`src/hw/rtl/wrr_pkg.sv`:
```
// shared constants and codes of the window reorder receiver
package wrr_pkg;

   // default geometry of the reorder window and sequence space
   localparam int WINDOW_DEF       = 4;
   localparam int SEQ_SPACE_DEF    = 8;
   localparam int PAYLOAD_BITS_DEF = 32;

   // fixed field widths of the channels
   localparam int SEQ_NUM_W   = 3;
   localparam int PAYLOAD_W   = 32;
   localparam int ACK_W       = 4;
   localparam int SEQ_NUM_CNT = 1 << SEQ_NUM_W;

   // result kinds
   localparam logic KIND_DELIVER = 1'b0;
   localparam logic KIND_ACK     = 1'b1;

   // ack number before anything was delivered in order
   localparam logic signed [ACK_W-1:0] ACK_NONE = -4'sd1;

endpackage

```
`src/hw/rtl/wrr_if.sv`:
```
// packet and result channel interfaces of the window reorder receiver
interface wrr_req_if;
   import wrr_pkg::*;
   logic                 valid;
   logic                 ready;
   logic [SEQ_NUM_W-1:0] seq_num;
   logic                 checksum_ok;
   logic [PAYLOAD_W-1:0] payload_word;

   modport source (output valid, seq_num, checksum_ok, payload_word, input ready);
   modport sink   (input valid, seq_num, checksum_ok, payload_word, output ready);
endinterface

interface wrr_rsp_if;
   import wrr_pkg::*;
   logic                    valid;
   logic                    ready;
   logic                    kind;
   logic [PAYLOAD_W-1:0]    delivered_payload;
   logic signed [ACK_W-1:0] ack_number;
   logic                    last_of_run;

   modport source (output valid, kind, delivered_payload, ack_number, last_of_run,
                   input ready);
   modport sink   (input valid, kind, delivered_payload, ack_number, last_of_run,
                   output ready);
endinterface

```
`src/hw/rtl/window_reorder_receiver.sv`:
```
// window reorder receiver: selective-repeat receive side with cumulative acks
//
// req_ch carries one packet per transfer: seq_num, checksum_ok, payload_word.
// rsp_ch carries results: deliveries (kind 0) in sequence order, then one ack
// (kind 1, last_of_run set) holding the last in-order sequence number, or -1
// before any. A corrupt packet gives no result at all.
// An in-order packet is delivered at once and then buffered successors are
// pulled from the reorder ram one by one; an in-window out-of-order packet is
// written to the ram, a duplicate or out-of-window packet is dropped.
// A corrupt packet returns from ST_EVAL to ST_IDLE; a packet with no delivery
// goes on to ST_ACK; an in-order packet goes through ST_CHK, and each buffered
// payload is read in ST_CHK (read issue) and ST_RD (registered read data).
// The block takes one packet at a time; ready is high while it waits for a
// packet, also while a finished result sits in the output register.
// Reset clears the window state (expected 0, ack -1, all slots empty) at
// once; the payload ram needs no clearing. A stalled rsp_ch holds the output
// register and the block waits with it, losing nothing.
module window_reorder_receiver #(
   parameter int WINDOW       = wrr_pkg::WINDOW_DEF,
   parameter int SEQ_SPACE    = wrr_pkg::SEQ_SPACE_DEF,
   parameter int PAYLOAD_BITS = wrr_pkg::PAYLOAD_BITS_DEF
) (
   input  logic       clock,
   input  logic       reset,
   wrr_req_if.sink    req_ch,
   wrr_rsp_if.source  rsp_ch
);
   import wrr_pkg::*;

   localparam int SW    = (PAYLOAD_BITS < PAYLOAD_W) ? PAYLOAD_BITS : PAYLOAD_W;
   localparam int SEQ_W = $clog2(SEQ_SPACE);
   localparam int IDX_W = (WINDOW > 1) ? $clog2(WINDOW) : 1;
   localparam int CNT_W = $clog2(WINDOW + 1);
   localparam int DW    = $clog2(2 * SEQ_SPACE + WINDOW) + 1;

   typedef enum logic [2:0] {
      ST_IDLE,
      ST_EVAL,
      ST_CHK,
      ST_RD,
      ST_ACK
   } state_type;

   state_type               state_ff, state_in;
   logic [SEQ_W-1:0]        seq_ff, seq_in;
   logic                    ok_ff, ok_in;
   logic [SW-1:0]           pay_ff, pay_in;
   logic [SEQ_W-1:0]        exp_ff, exp_in;
   logic signed [ACK_W-1:0] last_ff, last_in;
   logic [WINDOW-1:0]       valid_ff, valid_in;
   logic [CNT_W-1:0]        cnt_ff, cnt_in;
   logic                    rsp_valid_ff, rsp_valid_in;
   logic                    rsp_kind_ff, rsp_kind_in;
   logic [PAYLOAD_W-1:0]    rsp_pay_ff, rsp_pay_in;
   logic signed [ACK_W-1:0] rsp_ack_ff, rsp_ack_in;
   logic                    rsp_last_ff, rsp_last_in;

   logic                    ram_we;
   logic                    ram_re;
   logic [SW-1:0]           ram_rdata;

   logic [IDX_W-1:0]        slot_of [SEQ_SPACE];
   logic [SEQ_W-1:0]        seq_red [SEQ_NUM_CNT];
   logic [IDX_W-1:0]        in_slot;
   logic [IDX_W-1:0]        exp_slot;
   logic [SEQ_W-1:0]        exp_next;
   logic [DW-1:0]           dsum;
   logic [DW-1:0]           mod_gap;
   logic                    in_order;
   logic                    in_win;
   logic                    accept;
   logic                    out_free;

   // constant tables: sequence number to slot, raw field to sequence space
   for (genvar g = 0; g < SEQ_SPACE; g++) begin : g_slot
      assign slot_of[g] = IDX_W'(g % WINDOW);
   end
   for (genvar g = 0; g < SEQ_NUM_CNT; g++) begin : g_red
      assign seq_red[g] = SEQ_W'(g % SEQ_SPACE);
   end

   assign accept   = req_ch.valid && req_ch.ready;
   assign out_free = !rsp_valid_ff || rsp_ch.ready;
   assign in_slot  = slot_of[seq_ff];
   assign exp_slot = slot_of[exp_ff];
   assign exp_next = (exp_ff == SEQ_W'(SEQ_SPACE - 1)) ? '0 : exp_ff + SEQ_W'(1);

   // modular distance from the expected sequence number
   assign dsum     = DW'(seq_ff) + DW'(SEQ_SPACE) - DW'(exp_ff);
   assign mod_gap  = (dsum >= DW'(SEQ_SPACE)) ? dsum - DW'(SEQ_SPACE) : dsum;
   assign in_order = (mod_gap == '0);
   assign in_win   = (mod_gap < DW'(WINDOW));

   always_comb begin
      state_in     = state_ff;
      seq_in       = seq_ff;
      ok_in        = ok_ff;
      pay_in       = pay_ff;
      exp_in       = exp_ff;
      last_in      = last_ff;
      valid_in     = valid_ff;
      cnt_in       = cnt_ff;
      rsp_valid_in = rsp_valid_ff && !rsp_ch.ready;
      rsp_kind_in  = rsp_kind_ff;
      rsp_pay_in   = rsp_pay_ff;
      rsp_ack_in   = rsp_ack_ff;
      rsp_last_in  = rsp_last_ff;
      ram_we       = 1'b0;
      ram_re       = 1'b0;

      unique case (state_ff)
         ST_IDLE: begin
            if (accept) begin
               seq_in   = seq_red[req_ch.seq_num];
               ok_in    = req_ch.checksum_ok;
               pay_in   = req_ch.payload_word[SW-1:0];
               state_in = ST_EVAL;
            end
         end
         ST_EVAL: begin
            if (!ok_ff) begin
               state_in = ST_IDLE;
            end else if (in_order) begin
               if (out_free) begin
                  valid_in[in_slot] = 1'b0;
                  rsp_valid_in      = 1'b1;
                  rsp_kind_in       = KIND_DELIVER;
                  rsp_pay_in        = PAYLOAD_W'(pay_ff);
                  rsp_ack_in        = '0;
                  rsp_last_in       = 1'b0;
                  last_in           = ACK_W'(exp_ff);
                  exp_in            = exp_next;
                  cnt_in            = CNT_W'(1);
                  state_in          = ST_CHK;
               end
            end else begin
               // store in the window if it lies in range, unless the slot already holds this packet
               if (in_win && !valid_ff[in_slot]) begin
                  ram_we            = 1'b1;
                  valid_in[in_slot] = 1'b1;
               end
               state_in = ST_ACK;
            end
         end
         ST_CHK: begin
            if (cnt_ff < CNT_W'(WINDOW) && valid_ff[exp_slot]) begin
               ram_re             = 1'b1;
               valid_in[exp_slot] = 1'b0;
               state_in           = ST_RD;
            end else begin
               state_in = ST_ACK;
            end
         end
         ST_RD: begin
            if (out_free) begin
               rsp_valid_in = 1'b1;
               rsp_kind_in  = KIND_DELIVER;
               rsp_pay_in   = PAYLOAD_W'(ram_rdata);
               rsp_ack_in   = '0;
               rsp_last_in  = 1'b0;
               last_in      = ACK_W'(exp_ff);
               exp_in       = exp_next;
               cnt_in       = cnt_ff + CNT_W'(1);
               state_in     = ST_CHK;
            end
         end
         ST_ACK: begin
            if (out_free) begin
               rsp_valid_in = 1'b1;
               rsp_kind_in  = KIND_ACK;
               rsp_pay_in   = '0;
               rsp_ack_in   = last_ff;
               rsp_last_in  = 1'b1;
               state_in     = ST_IDLE;
            end
         end
         default: begin
            state_in = ST_IDLE;
         end
      endcase
   end

   always_ff @(posedge clock) begin
      if (reset) begin
         state_ff     <= ST_IDLE;
         exp_ff       <= '0;
         last_ff      <= ACK_NONE;
         valid_ff     <= '0;
         cnt_ff       <= '0;
         rsp_valid_ff <= 1'b0;
      end else begin
         state_ff     <= state_in;
         exp_ff       <= exp_in;
         last_ff      <= last_in;
         valid_ff     <= valid_in;
         cnt_ff       <= cnt_in;
         rsp_valid_ff <= rsp_valid_in;
      end
      seq_ff      <= seq_in;
      ok_ff       <= ok_in;
      pay_ff      <= pay_in;
      rsp_kind_ff <= rsp_kind_in;
      rsp_pay_ff  <= rsp_pay_in;
      rsp_ack_ff  <= rsp_ack_in;
      rsp_last_ff <= rsp_last_in;
   end

   // writes only happen for out-of-order packets, reads only in a later chain,
   // so the same slot is never written and read in overlapping cycles
   wrr_ram #(
      .WIDTH (SW),
      .DEPTH (WINDOW)
   ) u_slot_ram (
      .clock   (clock),
      .wr_en   (ram_we),
      .wr_addr (in_slot),
      .wr_data (pay_ff),
      .rd_en   (ram_re),
      .rd_addr (exp_slot),
      .rd_data (ram_rdata)
   );

   assign req_ch.ready             = (state_ff == ST_IDLE);
   assign rsp_ch.valid             = rsp_valid_ff;
   assign rsp_ch.kind              = rsp_kind_ff;
   assign rsp_ch.delivered_payload = rsp_pay_ff;
   assign rsp_ch.ack_number        = rsp_ack_ff;
   assign rsp_ch.last_of_run       = rsp_last_ff;

`ifndef SYNTH
   a_ack_closes_run: assert property (@(posedge clock) disable iff (reset)
      rsp_valid_ff && rsp_kind_ff == KIND_ACK |-> rsp_last_ff && rsp_pay_ff == '0)
      else $error("ack result without last_of_run or with payload");

   a_chain_bound: assert property (@(posedge clock) disable iff (reset)
      cnt_ff <= CNT_W'(WINDOW))
      else $error("delivery chain longer than the window");

   a_corrupt_silent: assert property (@(posedge clock) disable iff (reset)
      state_ff == ST_EVAL && !ok_ff |=> state_ff == ST_IDLE && valid_ff == $past(valid_ff))
      else $error("corrupt packet changed the window");

   a_ram_one_port: assert property (@(posedge clock) disable iff (reset)
      !(ram_we && ram_re))
      else $error("ram written and read in the same cycle");

   a_slot_freed: assert property (@(posedge clock) disable iff (reset)
      ram_re |=> !valid_ff[$past(exp_slot)] && state_ff == ST_RD)
      else $error("buffered slot not freed on read");
`endif
endmodule

```
`src/hw/rtl/wrr_ram.sv`:
```
// generic single-port-write ram with registered read
module wrr_ram #(
   parameter int WIDTH = 32,
   parameter int DEPTH = 4
) (
   input  logic                                   clock,
   input  logic                                   wr_en,
   input  logic [(DEPTH > 1 ? $clog2(DEPTH) : 1)-1:0] wr_addr,
   input  logic [WIDTH-1:0]                       wr_data,
   input  logic                                   rd_en,
   input  logic [(DEPTH > 1 ? $clog2(DEPTH) : 1)-1:0] rd_addr,
   output logic [WIDTH-1:0]                       rd_data
);
   logic [WIDTH-1:0] mem_ff [DEPTH];
   logic [WIDTH-1:0] rd_data_ff;

   always_ff @(posedge clock) begin
      if (wr_en) begin
         mem_ff[wr_addr] <= wr_data;
      end
      if (rd_en) begin
         rd_data_ff <= mem_ff[rd_addr];
      end
   end

   assign rd_data = rd_data_ff;
endmodule
```
`src/flat_wrapper.sv`:
```
// flat-port wrapper written by rule: the top's interface ports become plain ports
module window_reorder_receiver_flat import wrr_pkg::*;
#(
   parameter int WINDOW       = wrr_pkg::WINDOW_DEF,
   parameter int SEQ_SPACE    = wrr_pkg::SEQ_SPACE_DEF,
   parameter int PAYLOAD_BITS = wrr_pkg::PAYLOAD_BITS_DEF
)
  (clock, reset, req_ch_valid, req_ch_seq_num, req_ch_checksum_ok, req_ch_payload_word, req_ch_ready, rsp_ch_valid, rsp_ch_kind, rsp_ch_delivered_payload, rsp_ch_ack_number, rsp_ch_last_of_run, rsp_ch_ready);
  wrr_req_if req_ch_i ();
  wrr_rsp_if rsp_ch_i ();
  input  logic clock;
  input  logic reset;
  input wire logic [$bits(req_ch_i.valid)-1:0] req_ch_valid;
  input wire logic [$bits(req_ch_i.seq_num)-1:0] req_ch_seq_num;
  input wire logic [$bits(req_ch_i.checksum_ok)-1:0] req_ch_checksum_ok;
  input wire logic [$bits(req_ch_i.payload_word)-1:0] req_ch_payload_word;
  output wire logic [$bits(req_ch_i.ready)-1:0] req_ch_ready;
  output wire logic [$bits(rsp_ch_i.valid)-1:0] rsp_ch_valid;
  output wire logic [$bits(rsp_ch_i.kind)-1:0] rsp_ch_kind;
  output wire logic [$bits(rsp_ch_i.delivered_payload)-1:0] rsp_ch_delivered_payload;
  output wire logic [$bits(rsp_ch_i.ack_number)-1:0] rsp_ch_ack_number;
  output wire logic [$bits(rsp_ch_i.last_of_run)-1:0] rsp_ch_last_of_run;
  input wire logic [$bits(rsp_ch_i.ready)-1:0] rsp_ch_ready;
  assign req_ch_i.valid = req_ch_valid;
  assign req_ch_i.seq_num = req_ch_seq_num;
  assign req_ch_i.checksum_ok = req_ch_checksum_ok;
  assign req_ch_i.payload_word = req_ch_payload_word;
  assign req_ch_ready = req_ch_i.ready;
  assign rsp_ch_valid = rsp_ch_i.valid;
  assign rsp_ch_kind = rsp_ch_i.kind;
  assign rsp_ch_delivered_payload = rsp_ch_i.delivered_payload;
  assign rsp_ch_ack_number = rsp_ch_i.ack_number;
  assign rsp_ch_last_of_run = rsp_ch_i.last_of_run;
  assign rsp_ch_i.ready = rsp_ch_ready;
  window_reorder_receiver #(.WINDOW(WINDOW), .SEQ_SPACE(SEQ_SPACE), .PAYLOAD_BITS(PAYLOAD_BITS)) u_core (.clock(clock), .reset(reset), .req_ch(req_ch_i), .rsp_ch(rsp_ch_i));
endmodule
```
`config.mk`:
```
export PLATFORM = sky130hd
export DESIGN_NAME = window_reorder_receiver_flat
export DESIGN_NICKNAME = d
export VERILOG_FILES = /design/src/hw/rtl/wrr_pkg.sv /design/src/hw/rtl/wrr_if.sv /design/src/hw/rtl/window_reorder_receiver.sv /design/src/hw/rtl/wrr_ram.sv /design/src/flat_wrapper.sv
export SDC_FILE = /design/constraint.sdc
export NUM_CORES = 1
export LEC_CHECK = 0
export BUFFER_PORTS_ARGS = -buffer_cell sky130_fd_sc_hd__buf_2
export CORE_ASPECT_RATIO = 1.4
export CORE_MARGIN = 1
export CORE_UTILIZATION = 43
export CTS_BUF_LIST = sky130_fd_sc_hd__clkbuf_8 sky130_fd_sc_hd__clkbuf_16
export DETAILED_ROUTE_END_ITERATION = 16
export PLACE_DENSITY = 0.72
export SYNTH_ARGS = -nofsm -noshare
export SYNTH_HDL_FRONTEND = slang
export SYNTH_HIERARCHICAL = 1
export SYNTH_SLANG_ARGS = --single-unit
```
`constraint.sdc`:
```
create_clock -name clock -period 4.7 [get_ports clock]
set_input_delay 0.47 -clock clock [delete_from_list [all_inputs] [get_ports clock]]
set_output_delay 0.47 -clock clock [all_outputs]
set_load 0.01 [all_outputs]
```
==> metrics.yaml <==
detailed_routing:
  firstDrtPassIters: 4
  met3RoutedLength_um: 929
  m1WireLength_um: 6969
  dr_drc_count: 0
  drt-vias-per-instance: 5.329
  drtAntennaViolNets: 0
  met2_length_um: 8957
  wire_per_inst_um: 20.19
  detailroute.via_count: 4588
  topRoutingLayerUsed: "met4"
  totalWireLength_um: 17380
  initialDrtViolationCount: 440
die:
  ioPinCount: 80
  die_w_um: 127.2
  placeable_core_area_um2: 21360
  fp.dieArea_um2: 22560
  floorplan.die.height_um: 177.3
  floorplan.rows: 63
  start_util: 0.4420
clock_tree:
  clock_transition_at_the_registers_of_the_reported_paths_ns: 0.06
  cts.sink_count: 252
  ctsHtreeMaxLevel: 1
  cts_inserted_buffers: 24
  postCtsResizedCells: 0
  post_cts_buffers: 0
  later_pin_clock_latency_in_the_skew_report_ns: 0.50
  clk_root_buffer_cell: "sky130_fd_sc_hd__clkbuf_16"
  cts.path.max_buffers: 3
  cts_hold_buffers: 0
  tritoncts_clock_tree: "done"
cells_and_area:
  n_fill_cell: 1677
  final_net_count: 600
  mostFrequentLayoutCells: "234 x sky130_fd_sc_hd__edfxtp_1, 79 x sky130_fd_sc_hd__buf_2, 32 x sky130_fd_sc_hd__mux4_2, 32 x sky130_fd_sc_hd__a22o_1, 25 x sky130_fd_sc_hd__clkbuf_16"
  area.growth.synth_to_final_pct: 15.84
  layout_commonest_cell: "sky130_fd_sc_hd__edfxtp_1"
  multi_input_area_um2: 1901
  drive_above_1_share: 0.3023
  insertedDiodeCount: 0
  seq_area_um2: 7390
sta:
  report.final.slew_viol_count: 0
  min_period_over_period: 0.7518
  max_freq_mhz: 283.0
  timing.slew.headroom: 0.2843
  clock-skew-final_ns: 0.008063
  final_hold_viols: 0
  setup_tns_ns: 0
  finalWorstPathRequiredPeriod_ns: 3.534
  timing_worst_slew_pin_value_ns: 1.071
  unrepaired_setup_endpoints_after_global_routing: "false"
  setup-violations-final: 0
setup_path:
  timing.setup.critical_path_class: "register to register"
  r2r_start: "u_core/seq_ff[0]$_DFFE_PP_"
  number_of_cells_on_the_worst_reg_to_reg_path: 9
  worstSetupStartpointType: "register"
  crit_path_max_fanout: 22
  cp-end-kind: "register"
  cp.arrival_ns: 3.71
  crit_required_ns: 4.87
  reg2reg_setup_slack_ns: 1.17
  rr_endpoint: "u_core/rsp_ch.delivered_payload[15]$_DFFE_PP_"
global_routing:
  grt_antenna_before_repair: 0
  pin_count_of_the_biggest_net_entering_global_routing: 39
  vias_in_the_first_global_route: 4895
  grt_first_pass_wirelength_um: 27430
  globalRouteOverflowTotal: 0
  grt_usage: 0.1601
synthesis:
  syn-num-nets: 511
  cell_area_after_synthesis_um2: 9442
  synthFlopType: "sky130_fd_sc_hd__edfxtp_1"
  area_fraction_in_compound_gates_after_synthesis: 0.06334
  synth_top_family_by_area: "multiplexers"
  yosysSeqAreaShare: 0.7824
  synth_simple_gate_area_share: 0.03764
  synth-adder-area-share: 0.01272
  synth.mux.area_fraction: 0.08190
  synthesis.yosys.warnings: 6
  synth.lib_cells_used.distinct: 47
  synth_edf_count: 234
  synthesis.instances: 462
  async_reset_ff_frac: 0
  synth-seq-cells: 252
  synth_area_per_cell_um2: 20.44
  post_synth_xor_xnor_area: 0.001855
run:
  drv_cap: 0
power_and_ir_drop:
  total_leakage_power_nw: 3.704
  power_density_nw_per_um2: 419.3
  vdd_ir_drop_max_v: 0.0002490
  total_design_power_mw: 4.586
run_status:
  run_status: "finished clean"
placed_design:
  dp_hpwl_um: 10420
  place.gp.congestion: 0.8437
  port_buffers: 79
hold_path:
  timing.hold.worst.start: "req_ch_payload_word[3]"
  worst_hold_path_type: "primary input to register"
  hold_worst_path_end: "u_core/pay_ff[3]$_DFFE_PP_"
  holdPathStages: 1
power by group:
group / internal [mW] / switching [mW] / leakage (nW)
logic: 0.0518 / 0.0714 / 1.03
registers: 2.50 / 0.0372 / 2.27
clock network: 1.13 / 0.791 / 0.401
final cells by class:
class / count / area share
sequential: 252 / 0.6757
inverter: 12 / 0.004119
clock inverter: 19 / 0.01625
tap: 292 / 0.03341
multi-input combinational: 177 / 0.1738
clock buffer: 25 / 0.05720
timing repair buffer: 84 / 0.03958
synthesized netlist by cell type (2+ instances only):
cell | count | area share
sky130_fd_sc_hd__a21oi_1 | 7 | 0.0037
sky130_fd_sc_hd__nand3_1 | 7 | 0.0037
sky130_fd_sc_hd__nor4_4 | 2 | 0.0045
sky130_fd_sc_hd__nor2b_1 | 3 | 0.0020
sky130_fd_sc_hd__clkbuf_1 | 9 | 0.0036
sky130_fd_sc_hd__mux4_2 | 32 | 0.076
sky130_fd_sc_hd__a22o_1 | 32 | 0.030
sky130_fd_sc_hd__nand2_1 | 12 | 0.0048
sky130_fd_sc_hd__inv_1 | 12 | 0.0048
sky130_fd_sc_hd__and3_1 | 5 | 0.0033
sky130_fd_sc_hd__o31ai_1 | 6 | 0.0048
sky130_fd_sc_hd__dfxtp_1 | 18 | 0.038
sky130_fd_sc_hd__mux4_1 | 2 | 0.0056
sky130_fd_sc_hd__edfxtp_1 | 234 | 0.74
sky130_fd_sc_hd__o311ai_0 | 3 | 0.0028
sky130_fd_sc_hd__and3b_1 | 2 | 0.0019
sky130_fd_sc_hd__nand2b_1 | 2 | 0.0013
sky130_fd_sc_hd__buf_12 | 3 | 0.0064
sky130_fd_sc_hd__a31oi_1 | 3 | 0.0020
sky130_fd_sc_hd__o22ai_1 | 3 | 0.0020
sky130_fd_sc_hd__and2_1 | 4 | 0.0026
sky130_fd_sc_hd__buf_2 | 7 | 0.0037
sky130_fd_sc_hd__a221oi_2 | 4 | 0.0064
sky130_fd_sc_hd__o21ai_0 | 11 | 0.0058
sky130_fd_sc_hd__nor2_1 | 8 | 0.0032
sky130_fd_sc_hd__ha_1 | 8 | 0.011
sky130_fd_sc_hd__nor3_1 | 3 | 0.0016
per-layer routing:
| metal | track usage | vias up |
|---|---|---|
| li1 | - | 2080 |
| met2 | 0.2786 | 152 |
| met3 | 0.02412 | 37 |
| met5 | 0 | - |
| met4 | 0.06151 | 0 |
| met1 | 0.2024 | 2319 |
critical path: stages (launching register included):
cell and delay (ns):
sky130_fd_sc_hd__edfxtp_1 0.54, sky130_fd_sc_hd__inv_1 0.14, sky130_fd_sc_hd__ha_1 0.20, sky130_fd_sc_hd__inv_1 0.06
sky130_fd_sc_hd__fa_1 0.41, sky130_fd_sc_hd__nor2b_1 0.41, sky130_fd_sc_hd__a31o_2 0.34, sky130_fd_sc_hd__nand2_1 0.23
sky130_fd_sc_hd__a21oi_4 0.47, sky130_fd_sc_hd__buf_4 0.40
flip-flops by register name, summed over array words and instances (netlist names), named ones only:
register and cells:
u_core/u_slot_ram/mem_ff 128, u_core/pay_ff 32, u_core/rsp_ch.delivered_payload 32, u_core/u_slot_ram/rd_data 32
u_core/last_ff 4, u_core/rsp_ch.ack_number 4, u_core/cnt_ff 3, u_core/exp_ff 3
u_core/seq_ff 3, u_core/state_ff 3, u_core/ok_ff 1, u_core/rsp_ch.kind 1
u_core/rsp_ch.last_of_run 1, u_core/rsp_ch.valid 1
through the flow:
stage / instances / utilization / hold WS, ns / cell area [µm²] / setup slack, ns
after global routing: 861 / 0.5120 / 0.1166 / 10940 / 0.9850
after global placement: 817 / 0.4744 / 0.4512 / 10130 / 1.318
after floorplan: 462 / - / 0.4350 / 9447 / 0.5844
after CTS: 861 / 0.5120 / 0.1196 / 10940 / 1.187
final: 861 / 0.5120 / 0.1407 / 10940 / 1.166
after detailed placement: 817 / 0.4744 / 0.4587 / 10130 / 1.176
worst max path at each step:
stage                                     startpoint                                       endpoint  slack, ns  depth (start not counted)
after floorplan           u_core/seq_ff[0]$_DFFE_PP_   u_core/rsp_ch.delivered_payload[0]$_DFFE_PP_       0.58                          9
after global placement    u_core/seq_ff[0]$_DFFE_PP_  u_core/rsp_ch.delivered_payload[13]$_DFFE_PP_       1.32                          9
after detailed placement  u_core/seq_ff[0]$_DFFE_PP_  u_core/rsp_ch.delivered_payload[30]$_DFFE_PP_       1.18                          9
after CTS                 u_core/seq_ff[0]$_DFFE_PP_  u_core/rsp_ch.delivered_payload[20]$_DFFE_PP_       1.19                          9
after global routing      u_core/seq_ff[0]$_DFFE_PP_  u_core/rsp_ch.delivered_payload[15]$_DFFE_PP_       0.98                          9
final                     u_core/seq_ff[0]$_DFFE_PP_  u_core/rsp_ch.delivered_payload[15]$_DFFE_PP_       1.17                          9
cells by family (layout without fill, tap and decap cells):
logic type / Yosys count / in the layout
buffers and inverters: 33 / 140
multiplexers: 34 / 34
adder cells (fa/ha/maj): 9 / 9
AND/OR/NAND/NOR: 56 / 56
AO/OA/AOI/OAI: 76 / 76
XOR/XNOR: 2 / 2
flip-flops: 252 / 252
Power figures use the tool's default switching activity.
